`src/sv/brcf_pkg.sv`:
```
`timescale 1ns / 1ps

package brcf_pkg;

    // Default geometry of the ring.
    localparam int CAPACITY     = 1024;
    localparam int MAX_TRANSFER = 64;

    // Fixed widths of the result fields.
    localparam int COUNT_W = 7;
    localparam int FILL_W  = 11;

    typedef enum logic
    {
        FUNC_WRITE = 1'b0,
        FUNC_READ  = 1'b1
    } func_t;

    typedef enum logic
    {
        KIND_DATA   = 1'b0,
        KIND_STATUS = 1'b1
    } kind_t;

    typedef enum logic [1:0]
    {
        ST_OK       = 2'd0,
        ST_OVERSIZE = 2'd1,
        ST_NOSPACE  = 2'd2,
        ST_NODATA   = 2'd3
    } status_t;

    // One result word as it travels toward the output.
    typedef struct packed
    {
        kind_t               kind;
        logic [7:0]          data_byte_res;
        status_t             status;
        logic [COUNT_W-1:0]  count;
        logic [FILL_W-1:0]   fill_level;
        logic                last;
    } result_t;

    // A result issued by the controller; data words pick up their byte from
    // the store in the next cycle.
    typedef struct packed
    {
        logic    valid;
        result_t meta;
    } issue_t;

endpackage

```
`src/sv/brcf_rsp_if.sv`:
```
`timescale 1ns / 1ps

interface brcf_rsp_if;
    logic        valid;
    logic        ready;
    logic        kind;
    logic [7:0]  data_byte_res;
    logic [1:0]  status;
    logic [6:0]  count;
    logic [10:0] fill_level;
    logic        last;

    modport source
    (
        output valid,
        output kind,
        output data_byte_res,
        output status,
        output count,
        output fill_level,
        output last,
        input  ready
    );

    modport sink
    (
        input  valid,
        input  kind,
        input  data_byte_res,
        input  status,
        input  count,
        input  fill_level,
        input  last,
        output ready
    );
endinterface

```
`src/sv/brcf_outq.sv`:
```
`timescale 1ns / 1ps

// Output side: one stage that meets the store's read data, then a two-word
// queue that absorbs stalls on the result channel.
module brcf_outq (
    input  logic             clk,
    input  logic             rst_n,
    input  brcf_pkg::issue_t issue,
    input  logic [7:0]       rdata,
    output logic             can_issue,
    brcf_rsp_if.source       rsp
);

    logic               s1_valid_reg;
    brcf_pkg::result_t  s1_meta_reg;
    brcf_pkg::result_t  s1_word;
    brcf_pkg::result_t  q_reg [2];
    logic               wr_ptr_reg;
    logic               rd_ptr_reg;
    logic [1:0]         cnt_reg, cnt_next;
    logic               pop;
    brcf_pkg::result_t  head;

    // Data words take their byte from the store read port.
    always_comb
    begin
        s1_word = s1_meta_reg;
        if (s1_meta_reg.kind == brcf_pkg::KIND_DATA)
        begin
            s1_word.data_byte_res = rdata;
        end
    end

    assign pop = rsp.valid && rsp.ready;

    // Room for a word issued now once it reaches the queue.
    assign can_issue = (3'(cnt_reg) + 3'(s1_valid_reg) - 3'(pop)) < 3'd2;
    assign cnt_next  = cnt_reg + 2'(s1_valid_reg) - 2'(pop);

    always_ff @(posedge clk or negedge rst_n)
    begin
        if (!rst_n)
        begin
            s1_valid_reg <= 1'b0;
            wr_ptr_reg   <= 1'b0;
            rd_ptr_reg   <= 1'b0;
            cnt_reg      <= 2'd0;
        end
        else
        begin
            s1_valid_reg <= issue.valid;
            cnt_reg      <= cnt_next;
            if (s1_valid_reg)
            begin
                wr_ptr_reg <= !wr_ptr_reg;
            end
            if (pop)
            begin
                rd_ptr_reg <= !rd_ptr_reg;
            end
        end
    end

    // Payload registers.
    always_ff @(posedge clk)
    begin
        if (issue.valid)
        begin
            s1_meta_reg <= issue.meta;
        end
        if (s1_valid_reg)
        begin
            q_reg[wr_ptr_reg] <= s1_word;
        end
    end

    assign head              = q_reg[rd_ptr_reg];
    assign rsp.valid         = (cnt_reg != 2'd0);
    assign rsp.kind          = head.kind;
    assign rsp.data_byte_res = head.data_byte_res;
    assign rsp.status        = head.status;
    assign rsp.count         = head.count;
    assign rsp.fill_level    = head.fill_level;
    assign rsp.last          = head.last;

endmodule
```
`src/flat_wrapper.sv`:
```
// flat-port wrapper written by rule: the top's interface ports become plain ports
module brcf_outq_flat 
  (clk, rst_n, issue, rdata, can_issue, rsp_valid, rsp_kind, rsp_data_byte_res, rsp_status, rsp_count, rsp_fill_level, rsp_last, rsp_ready);
  brcf_rsp_if rsp_i ();
  input  logic clk;
  input  logic rst_n;
  input  brcf_pkg::issue_t issue;
  input  logic [7:0] rdata;
  output logic can_issue;
  output wire logic [$bits(rsp_i.valid)-1:0] rsp_valid;
  output wire logic [$bits(rsp_i.kind)-1:0] rsp_kind;
  output wire logic [$bits(rsp_i.data_byte_res)-1:0] rsp_data_byte_res;
  output wire logic [$bits(rsp_i.status)-1:0] rsp_status;
  output wire logic [$bits(rsp_i.count)-1:0] rsp_count;
  output wire logic [$bits(rsp_i.fill_level)-1:0] rsp_fill_level;
  output wire logic [$bits(rsp_i.last)-1:0] rsp_last;
  input wire logic [$bits(rsp_i.ready)-1:0] rsp_ready;
  assign rsp_valid = rsp_i.valid;
  assign rsp_kind = rsp_i.kind;
  assign rsp_data_byte_res = rsp_i.data_byte_res;
  assign rsp_status = rsp_i.status;
  assign rsp_count = rsp_i.count;
  assign rsp_fill_level = rsp_i.fill_level;
  assign rsp_last = rsp_i.last;
  assign rsp_i.ready = rsp_ready;
  brcf_outq u_core (.clk(clk), .rst_n(rst_n), .issue(issue), .rdata(rdata), .can_issue(can_issue), .rsp(rsp_i));
endmodule
```
`config.mk`:
```
export PLATFORM = sky130hd
export DESIGN_NAME = brcf_outq_flat
export DESIGN_NICKNAME = d
export VERILOG_FILES = /design/src/sv/brcf_pkg.sv /design/src/sv/brcf_rsp_if.sv /design/src/sv/brcf_outq.sv /design/src/flat_wrapper.sv
export SDC_FILE = /design/constraint.sdc
export NUM_CORES = 1
export LEC_CHECK = 0
export BUFFER_PORTS_ARGS = -buffer_cell sky130_fd_sc_hd__buf_2
export CORE_MARGIN = 1.5
export CORE_UTILIZATION = 48
export CTS_CLUSTER_SIZE = 30
export DETAILED_ROUTE_END_ITERATION = 8
export PLACE_DENSITY_LB_ADDON = 0.08
export SYNTH_ARGS = -nofsm -noshare
export SYNTH_HDL_FRONTEND = slang
export SYNTH_SLANG_ARGS = --single-unit
```
`constraint.sdc`:
```
create_clock -name clk -period 1.9 [get_ports clk]
set_input_delay 0.38 -clock clk [delete_from_list [all_inputs] [get_ports clk]]
set_output_delay 0.38 -clock clk [all_outputs]
set_load 0.05 [all_outputs]
```
Yosys cells after proc, flatten, opt, wreduce, memory -nomap -nowiden
Memory sizes are Yosys's and may differ from the RTL's.
Index checks and enable logic that the tools add are counted.

cells by class
  order comparisons = 1
  bitwise logic cells = 0
  divide/modulo/power cells = 0
  muxes and demuxes = 3
  multipliers = 0
  equal/unequal tests = 0
  reduce and logical (&&, ||, !) cells = 4
  shift-type cells = 0
  $add $sub $neg = 4

operators with widths
  cell                                                 count
  two-way mux 8 bit                                    1
  adder 2 x 1 -> 3 bit                                 1
  < comparator 3 x 2 -> 1 bit (second input constant)  1
  subtractor 3 x 1 -> 3 bit                            1
  adder 2 x 1 -> 2 bit                                 1
  logical NOT 1 bit                                    2
  two-way mux 1 bit                                    2
  nonzero test 2 bit                                   1
  subtractor 2 x 1 -> 2 bit                            1
  logical AND 1 bit                                    1

storage, ports and cells
  RAM bits = 60
  memories kept = 1
  word-level logic and storage cells = 23
  bits in read-only memories = 0
  output and inout port bits = 32
  bits in latches = 0
  bits in registers = 35

memory list
  name          words  width  read ports  clocked after memory_dff  write ports  line             text
  u_core.q_reg  2      30     1           0                         1            brcf_outq.sv:17  brcf_pkg::result_t q_reg [2];

Longest topological paths before layout
  depth in word-level cells = 4
  mapped depth = 7

Worst setup path before layout
Ideal clock, no wire load.

  path type = flip-flop to output port
  from = reg u_core.cnt_reg[1]
  to = out can_issue
  buffers on the path = 0
  slack = -0.700 ns
  data arrival time = 2.220 ns
  cell stages (with the launch flop) = 8
  cells stage by stage = dfrtp_1 > o21a_1 > ha_1 > inv_1 > ha_1 > fa_1 > xnor2_1 > nor2_1

between the ends
  word-level cells in the longest chain between the ends = 4
  elaborated cells between the ends (all ways) = 5

RTL lines
  element                      line               text
  start, declared              brcf_outq.sv:20    logic [1:0] cnt_reg, cnt_next;
  start signal, assigned       brcf_outq.sv:52    cnt_reg <= cnt_next;
  nonzero test 2 bit           brcf_outq.sv:78    assign rsp.valid = (cnt_reg != 2'd0);
  logical AND 1 bit            brcf_outq.sv:34    assign pop = rsp.valid && rsp.ready;
  via u_core.pop               brcf_outq.sv:21    logic pop;
  subtractor 3 x 1 -> 3 bit    brcf_outq.sv:37    assign can_issue = (3'(cnt_reg) + 3'(s1_valid_reg) - 3'(pop)) < 3'd2;
  < comparator 3 x 2 -> 1 bit  brcf_outq.sv:37
  end, declared                flat_wrapper.sv:9  output logic can_issue;

The timed path passes the listed nets, and every way through them passes these cells.

Worst setup path in the final report
  from = reg u_core.cnt_reg[0]
  to = out can_issue

Same word-level chain as after synthesis.

==> results.md <==
* Synthesis-stage register bit count at between 90 and 100
* Maximum VDD drop at 0.896 mV
* Critical Path Start: u_core.cnt_reg[0]$_DFF_PN0_
* Avg Cell Area, Syn at between 20 and 25 um^2
* HP Class: in2reg
* Critical path type: reg2out
* Tmin final at around 2500 ps
* Cell Pwr Density at ~1700 mW/mm^2
* Synthesized instance count at between 150 and 200
* # rows at 30
* Port bufs at 73
* Hpwl dp at about 3.7 mm
* CTS tree: yes
* Clk slew on worst S/H paths at roughly 90 ps
* Fmax at between 0.3 and 0.4 GHz
* Unrepaired setup endpoints after global routing: true
* Vias at between 1500 and 2000
* Period utilization at 134%
* Largest register FFs at 60
* Slew at the pin closest to its max-slew limit at around 460 ps
* Setup slack, reg-to-reg at 220 ps
* Register area share after synthesis at between 80% and 90%
* Initial core utilization at roughly 50%
* Worst setup path endpoint: can_issue
* Critical path required time at around 1500 ps
* Via density at between 4 and 5
* Worst r2r dst: u_core.cnt_reg[1]$_DFF_PN0_
* H-tree lvl count at 3
* Worst rel slew slack at between 60% and 70%
* Overflow after GRT at 0
* Cts bufs inserted at 9
* Post-route setup slack at -642 ps
* Critical-path top delay cell: fa_2
* Initial antenna violation count at 0
* Clk_lat worst skew at around 350 ps
* Top-count cell post-synth: edfxtp_1
* CP peak stage delay at roughly 460 ps
* CP arrival at between 2000 and 2500 ps
* Critical path fanouts, max at 2
* Most used DFF post-synth: edfxtp_1
* Asr flop ratio synth at ~5.3%
* Failing checks: setup timing
* Fin. Hold Viols at 0
* Die area at approximately 0.0076 mm^2
* EDFF count, synth at 90
* Final hold slack at 197 ps
* Largest net degree at the start of global routing at 20
* Worst Reg-to-Reg Cells at 5
* Fillers at between 500 and 600
* Final setup fails at 9
* Critical path buffers and inverters at 2
* Cell taking the most area after synthesis: edfxtp_1
* Worst path cell trace: o21a_1 > ha_1 > inv_1 > ha_2 > fa_2 > nor2_4 > buf_8
* Die Span Y at between 80 and 90 um
* Layout Cells excl Fill at 350
* Sink Count at 95
* Number of distinct library cells after synthesis at 14
* Syn. warnings at 0
* Setup Skew at 7.80 ps
* First-pass GRT wire length at about 8.6 mm
* DR WL/cell at 16.2 um
* Routability cong. at just over 0.7
* I/O pin count at 74
* 1st-pass router iterations at 4
* Fin. max-slew vios at 0
* GRT Util Overall at roughly 16%
* Die Span X at 87.3 um
* Crit. path cell count at 7
* # diodes at 0
* Post-DRT Antenna Nets at 0
* Root buf cell: clkbuf_8
* Total detailed-routing wirelength at between 5 and 6 mm
* Mapped Area at 0.00341 mm^2
* Top cells by area, synth: edfxtp_1, mux2_2, dfrtp_1, buf_6, ha_1
* Post-Syn Nets at between 150 and 200
* Max clock buf depth at 2
* Nets at 294
* Share of layout cells above drive strength 1 at a little under 60%
* Vias in the first global route at 1808
* Post-synth top cells: edfxtp_1, mux2_2, dfrtp_1, inv_1, buf_6
* Crit path max-delay family: adder cells
* Placed cells at 329
* Core Footprint at ~0.007 mm^2
* CP Capture Type: output pin
* Crit start category: flip-flop
* P_leak at 1.71 nW
* # DRC at 0
* RR Startpoint: u_core.cnt_reg[0]$_DFF_PN0_
* Outcome: finished, violations left
* Layout area overhead at 32.2%
* Share of the synthesized area in the top cell type at between 70 and 80%
* MaxCap Viol Count at 0
* Drt initial violations at 65
==> cell usage in the layout (no fill, tap or decap) <==
| cell | netlist | final |
|---|---|---|
| dfrtp_1 | 5 | 4 |
| buf_6 | 3 | 23 |
| dlygate4sd3_1 | 0 | 1 |
| clkinv_4 | 0 | 2 |
| clkbuf_16 | 0 | 1 |
| buf_8 | 0 | 2 |
| fa_2 | 0 | 1 |
| clkbuf_8 | 0 | 9 |
| ha_1 | 2 | 1 |
| dfrtp_2 | 0 | 1 |
| buf_4 | 0 | 10 |
| clkinv_1 | 0 | 1 |
| buf_12 | 0 | 5 |
| nor2_4 | 0 | 2 |
| mux2_2 | 38 | 37 |
| mux2_4 | 0 | 1 |
| buf_2 | 1 | 48 |
| o21a_1 | 1 | 1 |
| inv_1 | 4 | 4 |
| edfxtp_1 | 90 | 90 |
| bufinv_16 | 0 | 3 |
| or2_2 | 1 | 1 |
| inv_6 | 0 | 1 |
| xnor2_2 | 0 | 1 |
| ha_2 | 0 | 1 |
| xor2_1 | 2 | 2 |
| and2_1 | 1 | 1 |
==> per-stage QoR <==
stage	setup TNS, ps	worst slack [ps]	util [%]	cell area [um^2]	total power (W)
CTS	-2170	-721	65.3	4460	0.00748
global route	-1930	-735	66.0	4510	0.00780
detailed placement	-449	-449	58.5	4000	0.00542
floorplan	-352	-352	-	3430	0.00481
finish	-723	-642	66.0	4510	0.00751
global placement	-397	-397	58.5	4000	0.00536
==> metal layers <==
layer	GRT usage, %	routed length (um)
met5	0	0
met4	4.91	57
met3	7.39	337
met2	28.3	3140
met1	16.7	2150
==> area by class of cell <==
cell class	instances	area, um^2	area share (%)
clock buffer	9	124	2.75
multi-input combinational	49	558	12.4
timing repair buffer	90	739	16.4
sequential	95	2830	62.8
tap	96	120	2.67
clock inverter	7	120	2.67
inverter	4	15.0	0.333
==> power breakdown <==
part | internal, W | total, W | switching, W
Sequential | 0.00271 | 0.00284 | 0.000123
Clock | 0.000878 | 0.00154 | 0.000659
Combinational | 0.00129 | 0.00313 | 0.00184
==> how the worst min path moves through the flow <==
| stage | start | endpoint | slack (ps) | cells past startpoint |
|---|---|---|---|---|
| after detailed placement | rst_n | u_core.cnt_reg[1]$_DFF_PN0_ | 200 | 1 |
| final | issue[25] | u_core.s1_meta_reg[25]$_DFFE_PP_ | 200 | 1 |
| after global placement | rst_n | u_core.cnt_reg[0]$_DFF_PN0_ | 200 | 1 |
| after global routing | issue[5] | u_core.s1_meta_reg[5]$_DFFE_PP_ | 170 | 1 |
| after CTS | issue[25] | u_core.s1_meta_reg[25]$_DFFE_PP_ | 170 | 1 |
| after floorplan | rst_n | u_core.cnt_reg[0]$_DFF_PN0_ | 80 | 0 |
==> what timing repair did <==
item | 4_1_cts | 5_1_grt
gates resized for setup | 54 | 6
endpoints found under the hold margin | 5 | 0
hold buffers | 1 | 0
buffers inserted | 1 | 2
pin swaps | 5 | 3
setup endpoints to repair | 17 | 24
cloned | 1 | 1
==> cells by family (layout without fill, tap and decap cells) <==
| family | count (synthesis) | after routing | synth area share, % |
|---|---|---|---|
| flip-flops | 95 | 95 | 83.0 |
| multiplexers | 38 | 38 | 12.6 |
| buffers and inverters | 8 | 110 | 1.58 |
| AND/OR/NAND/NOR | 4 | 4 | 0.588 |
| adder cells (fa/ha/maj) | 3 | 3 | 1.32 |
| XOR/XNOR | 3 | 3 | 0.771 |
| AO/OA/AOI/OAI | 1 | 1 | 0.220 |
No activity file was read; power rests on OpenSTA's default activity.
