===== src/sv/brcf_pkg.sv =====
`timescale 1ns / 1ps

package brcf_pkg;

    // Default geometry of the ring.
    localparam int CAPACITY     = 1024;
    localparam int MAX_TRANSFER = 64;

    // Fixed widths of the result fields.
    localparam int COUNT_W = 7;
    localparam int FILL_W  = 11;

    typedef enum logic
    {
        FUNC_WRITE = 1'b0,
        FUNC_READ  = 1'b1
    } func_t;

    typedef enum logic
    {
        KIND_DATA   = 1'b0,
        KIND_STATUS = 1'b1
    } kind_t;

    typedef enum logic [1:0]
    {
        ST_OK       = 2'd0,
        ST_OVERSIZE = 2'd1,
        ST_NOSPACE  = 2'd2,
        ST_NODATA   = 2'd3
    } status_t;

    // One result word as it travels toward the output.
    typedef struct packed
    {
        kind_t               kind;
        logic [7:0]          data_byte_res;
        status_t             status;
        logic [COUNT_W-1:0]  count;
        logic [FILL_W-1:0]   fill_level;
        logic                last;
    } result_t;

    // A result issued by the controller; data words pick up their byte from
    // the store in the next cycle.
    typedef struct packed
    {
        logic    valid;
        result_t meta;
    } issue_t;

endpackage


===== src/sv/brcf_req_if.sv =====
`timescale 1ns / 1ps

interface brcf_req_if;
    logic       valid;
    logic       ready;
    logic       func;
    logic [7:0] data_byte;
    logic [7:0] length;

    modport source
    (
        output valid,
        output func,
        output data_byte,
        output length,
        input  ready
    );

    modport sink
    (
        input  valid,
        input  func,
        input  data_byte,
        input  length,
        output ready
    );
endinterface


===== src/sv/brcf_ctrl.sv =====
`timescale 1ns / 1ps

// Chunk and read sequencer: owns the pointers and fill level, drives the
// store ports and issues one result word per cycle at most.
module brcf_ctrl #(
    parameter int CAPACITY     = brcf_pkg::CAPACITY,
    parameter int MAX_TRANSFER = brcf_pkg::MAX_TRANSFER,
    localparam int AW          = $clog2(CAPACITY),
    localparam int FW          = $clog2(CAPACITY + 1),
    localparam int CW          = (FW > 8) ? FW : 8
) (
    input  logic             clk,
    input  logic             rst_n,
    brcf_req_if.sink         req,
    input  logic             can_issue,
    output brcf_pkg::issue_t issue,
    output logic             mem_we,
    output logic [AW-1:0]    mem_waddr,
    output logic [7:0]       mem_wdata,
    output logic             mem_re,
    output logic [AW-1:0]    mem_raddr
);

    logic [AW-1:0]       wp_reg, wp_next;
    logic [AW-1:0]       wa_reg, wa_next;
    logic [AW-1:0]       ra_reg, ra_next;
    logic [FW-1:0]       fill_reg, fill_next;
    logic [7:0]          left_reg, left_next;
    logic [7:0]          len_held_reg, len_held_next;
    brcf_pkg::status_t   st_held_reg, st_held_next;
    logic                busy_reg, busy_next;
    logic [6:0]          rd_left_reg, rd_left_next;
    logic [6:0]          rd_len_reg, rd_len_next;

    logic                accept;
    logic                start;
    brcf_pkg::status_t   st_check;
    brcf_pkg::status_t   st_eff;
    logic [7:0]          len_eff;
    logic [7:0]          left_eff;
    logic [AW-1:0]       addr_eff;
    logic [FW-1:0]       fill_add;

    function automatic logic [AW-1:0] wrap_inc(input logic [AW-1:0] a);
        return (a == AW'(CAPACITY - 1)) ? '0 : a + 1'b1;
    endfunction

    assign req.ready = !busy_reg && can_issue;
    assign accept    = req.valid && req.ready;

    // Chunk admission check: oversize wins over lack of space.
    always_comb
    begin
        priority if (CW'(req.length) > CW'(MAX_TRANSFER))
        begin
            st_check = brcf_pkg::ST_OVERSIZE;
        end
        else if (CW'(req.length) > CW'(CAPACITY) - CW'(fill_reg))
        begin
            st_check = brcf_pkg::ST_NOSPACE;
        end
        else
        begin
            st_check = brcf_pkg::ST_OK;
        end
    end

    // Chunk context: taken from the item on a chunk's first byte.
    assign start    = (left_reg == 8'd0);
    assign st_eff   = start ? st_check : st_held_reg;
    assign len_eff  = start ? req.length : len_held_reg;
    assign left_eff = start ? req.length : left_reg;
    assign addr_eff = start ? wp_reg : wa_reg;
    assign fill_add = fill_reg + FW'(len_eff);

    // Sequencing of writes, read admission and read streaming.
    always_comb
    begin
        wp_next       = wp_reg;
        wa_next       = wa_reg;
        ra_next       = ra_reg;
        fill_next     = fill_reg;
        left_next     = left_reg;
        len_held_next = len_held_reg;
        st_held_next  = st_held_reg;
        busy_next     = busy_reg;
        rd_left_next  = rd_left_reg;
        rd_len_next   = rd_len_reg;

        issue.valid              = 1'b0;
        issue.meta.kind          = brcf_pkg::KIND_STATUS;
        issue.meta.data_byte_res = 8'd0;
        issue.meta.status        = brcf_pkg::ST_OK;
        issue.meta.count         = '0;
        issue.meta.fill_level    = brcf_pkg::FILL_W'(fill_reg);
        issue.meta.last          = 1'b1;

        mem_we    = 1'b0;
        mem_waddr = addr_eff;
        mem_wdata = req.data_byte;
        mem_re    = 1'b0;
        mem_raddr = ra_reg;

        if (busy_reg)
        begin
            // Stream one byte of an admitted read per cycle while the output side has room.
            if (can_issue)
            begin
                mem_re          = 1'b1;
                issue.valid     = 1'b1;
                issue.meta.kind = brcf_pkg::KIND_DATA;
                issue.meta.count = rd_len_reg;
                issue.meta.last = (rd_left_reg == 7'd1);
                ra_next         = wrap_inc(ra_reg);
                rd_left_next    = rd_left_reg - 7'd1;
                if (rd_left_reg == 7'd1)
                begin
                    busy_next = 1'b0;
                end
            end
        end
        else if (accept)
        begin
            if (req.func == brcf_pkg::FUNC_WRITE)
            begin
                if (start && (req.length == 8'd0))
                begin
                    issue.valid = 1'b1;
                end
                else
                begin
                    // Stage accepted bytes past the committed write pointer.
                    if (st_eff == brcf_pkg::ST_OK)
                    begin
                        mem_we  = 1'b1;
                        wa_next = wrap_inc(addr_eff);
                    end
                    left_next     = left_eff - 8'd1;
                    st_held_next  = st_eff;
                    len_held_next = len_eff;
                    if (left_eff == 8'd1)
                    begin
                        issue.valid       = 1'b1;
                        issue.meta.status = st_eff;
                        if (st_eff == brcf_pkg::ST_OK)
                        begin
                            issue.meta.count      = len_eff[6:0];
                            issue.meta.fill_level = brcf_pkg::FILL_W'(fill_add);
                            fill_next             = fill_add;
                            wp_next               = wrap_inc(addr_eff);
                        end
                    end
                end
            end
            else
            begin
                priority if (req.length == 8'd0)
                begin
                    issue.valid = 1'b1;
                end
                else if (CW'(req.length) > CW'(MAX_TRANSFER))
                begin
                    issue.valid       = 1'b1;
                    issue.meta.status = brcf_pkg::ST_OVERSIZE;
                end
                else if (CW'(req.length) > CW'(fill_reg))
                begin
                    issue.valid       = 1'b1;
                    issue.meta.status = brcf_pkg::ST_NODATA;
                end
                else
                begin
                    // Bytes leave the fill level now; no write can follow
                    // until the last of them has been read.
                    busy_next    = 1'b1;
                    rd_left_next = req.length[6:0];
                    rd_len_next  = req.length[6:0];
                    fill_next    = fill_reg - FW'(req.length);
                end
            end
        end
    end

    always_ff @(posedge clk or negedge rst_n)
    begin
        if (!rst_n)
        begin
            wp_reg       <= '0;
            wa_reg       <= '0;
            ra_reg       <= '0;
            fill_reg     <= '0;
            left_reg     <= 8'd0;
            len_held_reg <= 8'd0;
            st_held_reg  <= brcf_pkg::ST_OK;
            busy_reg     <= 1'b0;
            rd_left_reg  <= 7'd0;
            rd_len_reg   <= 7'd0;
        end
        else
        begin
            wp_reg       <= wp_next;
            wa_reg       <= wa_next;
            ra_reg       <= ra_next;
            fill_reg     <= fill_next;
            left_reg     <= left_next;
            len_held_reg <= len_held_next;
            st_held_reg  <= st_held_next;
            busy_reg     <= busy_next;
            rd_left_reg  <= rd_left_next;
            rd_len_reg   <= rd_len_next;
        end
    end

endmodule


===== src/flat_wrapper.sv =====
// flat-port wrapper written by rule: the top's interface ports become plain ports
module brcf_ctrl_flat 
#(
    parameter int CAPACITY     = brcf_pkg::CAPACITY,
    parameter int MAX_TRANSFER = brcf_pkg::MAX_TRANSFER,
    localparam int AW          = $clog2(CAPACITY),
    localparam int FW          = $clog2(CAPACITY + 1),
    localparam int CW          = (FW > 8) ? FW : 8
)
  (clk, rst_n, can_issue, issue, mem_we, mem_waddr, mem_wdata, mem_re, mem_raddr, req_valid, req_func, req_data_byte, req_length, req_ready);
  brcf_req_if req_i ();
  input  logic clk;
  input  logic rst_n;
  input  logic can_issue;
  output brcf_pkg::issue_t issue;
  output logic mem_we;
  output logic [AW-1:0] mem_waddr;
  output logic [7:0] mem_wdata;
  output logic mem_re;
  output logic [AW-1:0] mem_raddr;
  input wire logic [$bits(req_i.valid)-1:0] req_valid;
  input wire logic [$bits(req_i.func)-1:0] req_func;
  input wire logic [$bits(req_i.data_byte)-1:0] req_data_byte;
  input wire logic [$bits(req_i.length)-1:0] req_length;
  output wire logic [$bits(req_i.ready)-1:0] req_ready;
  assign req_i.valid = req_valid;
  assign req_i.func = req_func;
  assign req_i.data_byte = req_data_byte;
  assign req_i.length = req_length;
  assign req_ready = req_i.ready;
  brcf_ctrl #(.CAPACITY(CAPACITY), .MAX_TRANSFER(MAX_TRANSFER)) u_core (.clk(clk), .rst_n(rst_n), .req(req_i), .can_issue(can_issue), .issue(issue), .mem_we(mem_we), .mem_waddr(mem_waddr), .mem_wdata(mem_wdata), .mem_re(mem_re), .mem_raddr(mem_raddr));
endmodule

===== config.mk =====
export PLATFORM = sky130hd
export DESIGN_NAME = brcf_ctrl_flat
export DESIGN_NICKNAME = d
export VERILOG_FILES = /design/src/sv/brcf_pkg.sv /design/src/sv/brcf_req_if.sv /design/src/sv/brcf_ctrl.sv /design/src/flat_wrapper.sv
export SDC_FILE = /design/constraint.sdc
export NUM_CORES = 1
export LEC_CHECK = 0
export BUFFER_PORTS_ARGS = -buffer_cell sky130_fd_sc_hd__buf_4
export CAP_MARGIN = 10
export CORE_MARGIN = 5
export CORE_UTILIZATION = 46
export CTS_CLUSTER_SIZE = 8
export DETAILED_ROUTE_END_ITERATION = 8
export PLACE_DENSITY = 0.68
export SYNTH_ARGS = -nofsm -noshare
export SYNTH_HDL_FRONTEND = slang
export SYNTH_SLANG_ARGS = --single-unit

===== constraint.sdc =====
create_clock -name clk -period 4.05 [get_ports clk]
set_input_delay 0.81 -clock clk [delete_from_list [all_inputs] [get_ports clk]]
set_output_delay 0.81 -clock clk [all_outputs]
set_load 0.1 [all_outputs]

# --- Word-level counts from Yosys, hierarchy flattened ---
# Cells that the tools add are included.
op_classes:
  eq_ne: 12
  order_cmp: 3
  n_reduce_logical: 18
  add_sub_neg: 7
  muxes: 62
  n_bitwise: 6
ops:
  columns: ["op", "count"]
  rows:
  - ["$mux 11", 8]
  - ["$mux 7", 9]
  - ["$mux 20", 3]
  - ["$mux 18", 2]
  - ["$mux 10", 3]
  - ["$mux 1", 26]
  - ["$gt 8x11->1", 2]
  - ["$add 10x1->10 const B", 2]
  - ["$eq 10x10->1 const B", 2]
  - ["$mux 2", 9]
  - ["$reduce_and 6->1", 3]
  - ["$logic_not 8->1", 2]
  - ["$mux 8", 2]
  - ["$add 11x8->11", 1]
  - ["$sub 11x11->11 const A", 1]
  - ["$sub 11x8->11", 1]
  - ["$ne 2x2->1 const B", 5]
  - ["$eq 8x1->1 const B", 1]
  - ["$gt 8x7->1 const B", 1]
  - ["$reduce_and 8->1", 1]
  - ["$reduce_bool 2->1", 4]
  - ["$sub 8x1->8 const B", 1]
  - ["$eq 7x1->1 const B", 1]
  - ["$sub 7x1->7 const B", 1]
  - ["other kinds (8)", 17]
word_totals:
  out_inout_bits: 62
  word_cells: 118
  input_bits: 21
  regBits: 74

# --- Depth between registers and ports, before layout ---
logic_depth:
  ltp_word: 12
  ltp_mapped: 16
  mapped_depth_nobuf: 14

# --- Worst setup path after synthesis ---
# OpenSTA, ideal clock, no wires.
synth_path:
  path_kind: "flip-flop to output port"
  startpoint: "register u_core.left_reg[5]"
  endpoint: "output issue[2] (netlist bit)"
  path_slack_ns: -1.657
  required_ns: 3.240
  t_arrival_ns: 4.897
  path_buffers: 2
  stages_incl_launch_ff: 11
  cell_sequence: "dfrtp_1 > nor4_1 > nand2_1 > clkbuf_1 > clkbuf_1 > a21oi_1 > inv_1 > ha_1 > inv_1 > fa_1 > o21ai_0"
synth_lines:
  columns: ["element", "line", "rtl"]
  rows:
  - ["start, declared", "brcf_ctrl.sv:28", "logic [7:0] left_reg, left_next;"]
  - ["start signal, assigned", "brcf_ctrl.sv:205", "left_reg <= left_next;"]
  - ["end, declared", "flat_wrapper.sv:15", "output brcf_pkg::issue_t issue;"]

==> metrics.cfg <==
[place]
dp.final_hpwl_mm=11.9
gp_congestion=0.949
preCtsSetupSlack_ns=-0.179
port-buffer-count=58

[power_and_ir_drop]
powerDensity_mw_per_mm2=840
peakVddDrop_uv=849
p_total_mw=6.35
total_leakage_power_nw=3.51

[drt]
drt_iter0_markers=392
via_per_inst=5.75
final_antenna_net_count=0
wl_mm=16.8
routedWlPerCell_um=18.1
drc=0
firstDrtPassIters=5
vias=5342

[sta]
worst_slack_ns=-0.274
skew_ns=0.00818
fmax_mhz=231
slew_headroom_pct=35.1
timing.final.crit_period_ns=4.32
hold_viol=0
report.final.setup_viol=19
finalMaxSlewViolations=0
rsz0062_at_grt=true
final.period_utilization_pct=107
fin_hold_ws_ns=0.481
tightest_slew_ns=0.973

[critical_path]
crit_type=reg -> out
worstPathCellList=or4_4 -> nor2_4 -> xor2_1 -> ha_1 -> nand4_1 -> a21oi_2 -> or4_4 -> nand4_4 -> and4_4 -> nand4_1 -> xnor2_4 -> buf_12
endpoint_kind=primary output
critPathLaunchType=flip-flop
r2r_cells=12
critical-path-slowest-cell=or4_4
cp_data_arrival_time_ns=3.51
cp_top_family=simple AND/OR/NAND/NOR gates
cpPeakStageDelay_ns=0.58
critical_path.max_fanout=3
path_buf_inv=1
cp_num_cells=12
r2r_setup_slack_ns=0.50
crit_required_ns=3.24

[yosys]
async_reset_ff_share_pct=100
synthMuxAreaShare_pct=6.72
synth-compound-area-share_pct=17.6
syn_area_per_cell_um2=8.28
synth_top_family_by_area=simple AND/OR/NAND/NOR gates
syn-cell-area_mm2=0.00542
synth_seq_cells=74
ys.flop_type=dfrtp_1
yosysUniqueCellTypes=60
synthXorXnorAreaFrac_pct=5.34
syn_inst=654
synth-edff-count=0
yosys.area_share.simple_pct=21.7
yosysSeqAreaShare_pct=34.2
yosysWarnings=0
synth_fa_ha_area_share_pct=8.09

[cts]
worstSkewPairLatency_ns=0.33
cts_made_buffers=9
tritoncts=yes
clkSlewWorstSetupHoldPaths_ns=0.05
hold_buffers=0
h-tree-depth=3
cts_buffer_depth=2
clock_sinks=74
root_buffer=clkbuf_16

[cells_and_area]
diodes=0
register_area_mm2=0.00185
multi_input_area_mm2=0.00366
nFillCells=913
final_util_pct=65.9
syn_to_final_growth_pct=39.6
layout.nets=836
final_cell_mix=buf_4, nand2_1, dfrtp_1
largest_reg_flops=11
layout_commonest_cell=buf_4
layout-drive-gt1-share_pct=32.7

[die]
die_w_um=119
rows=39
start_util_pct=47.2
ios=83
fp.dieH_um=119
die_area_mm2=0.0140
coreArea_mm2=0.0115

[flow_run]
maxCapViolCount=0

[grt]
grt_overflow_total=0
grt_usage_pct=23.5
grt_pass1_vias=5353
grt_pass1_wl_mm=26.9
antenna_found_initial=0
grt_max_degree=75

[hold_path]
hp-class=reg -> reg
worstHoldPathCells=2

[run_status]
status=complete, but fails checks
violations=setup timing

==> cells by family (layout without fill, tap and decap cells) <==
logic type                 Yosys count  in the layout
AOI/OAI and AO/OA                  152            152
buffers and inverters               72            196
muxes                               32             32
other                                1              8
adders and majority gates           34             34
and+or+nand+nor                    256            257
DFF                                 74             74
xor gates and xnor gates            33             33
==> worst min-delay path, stage by stage (launching register included) <==
cell and delay (ns):
dfrtp_1 0.34, nand2_1 0.05, o21ai_0 0.06
==> stage by stage <==
stage / TNS, ns / area (um2) / std cells
3_5_place_dp: -0.320 / 6580 / 887
5_1_grt: -6.76 / 7560 / 929
6_report: -3.81 / 7560 / 929
3_3_place_gp: -0.0475 / 6580 / 887
2_1_floorplan: -1.87 / 5710 / 661
4_1_cts: -3.25 / 7300 / 922
==> what timing repair did <==
action,in CTS,in global routing
pin swaps,10,15
resized for setup,66,48
cloned,2,0
setup endpoints to repair,20,21
setup buffers,19,9
==> final timing paths <==
| path | startpoint | to |
|---|---|---|
| max in group asynchronous | rst_n | u_core.fill_reg[4] |
| setup reg to reg | u_core.left_reg[2] | u_core.wp_reg[1] |
| hold / removal | u_core.rd_len_reg[6] | u_core.rd_len_reg[6] |
| min in group asynchronous | rst_n | u_core.busy_reg |
| setup / recovery | u_core.fill_reg[2] | issue[11] |
| hold reg to reg | u_core.rd_len_reg[6] | u_core.rd_len_reg[6] |
==> power by group <==
part,switching [mW],total (mW),internal [mW],leakage (nW)
Sequential,0.225,1.21,0.981,0.934
Clock,0.301,0.837,0.536,0.147
Combinational,2.58,4.30,1.72,2.43
Total,3.11,6.35,3.24,3.51
==> cell usage after synthesis, drive strengths merged (5+ instances only) <==
library cell  count  share of area, %
nor3             13               1.2
mux2             23               5.1
a211oi            5              0.69
a21o              5              0.69
nand4             7              0.92
nor2             58               4.2
nor2b             5              0.58
xor2             14               2.3
dfrtp            74                34
inv              32               2.2
o211ai            5              0.69
a21oi            51               4.7
xnor2            19               3.1
mux2i             9               1.7
nand2           112               7.8
o21ai            45               4.2
nand3            17               1.6
buf              20               2.7
ha               31               7.2
o21a              5              0.69
and3              7              0.81
o31ai             6              0.83
nand2b            6              0.69
nor4              8              0.92
clkbuf           20               1.4
or4               8               1.1
==> layer usage <==
metal  wire length [um]  share of wire, %  GRT usage [%]  vias up
met4                383               2.3           7.44        0
met5                  0                 0              0        -
met3                908               5.4           4.25       33
met2               8340                50           40.3      165
met1               7180                43           30.1     2614
li1                   -                 -              -     2530
==> final cells by class <==
class,instances,area share (%)
multi-input combinational,516,48.4
inverter,32,1.59
sequential,74,24.5
clock buffer,12,3.13
clock inverter,3,0.861
tap,143,2.37
timing repair buffer,149,19.1
No activity file was read; power rests on OpenSTA's default activity.
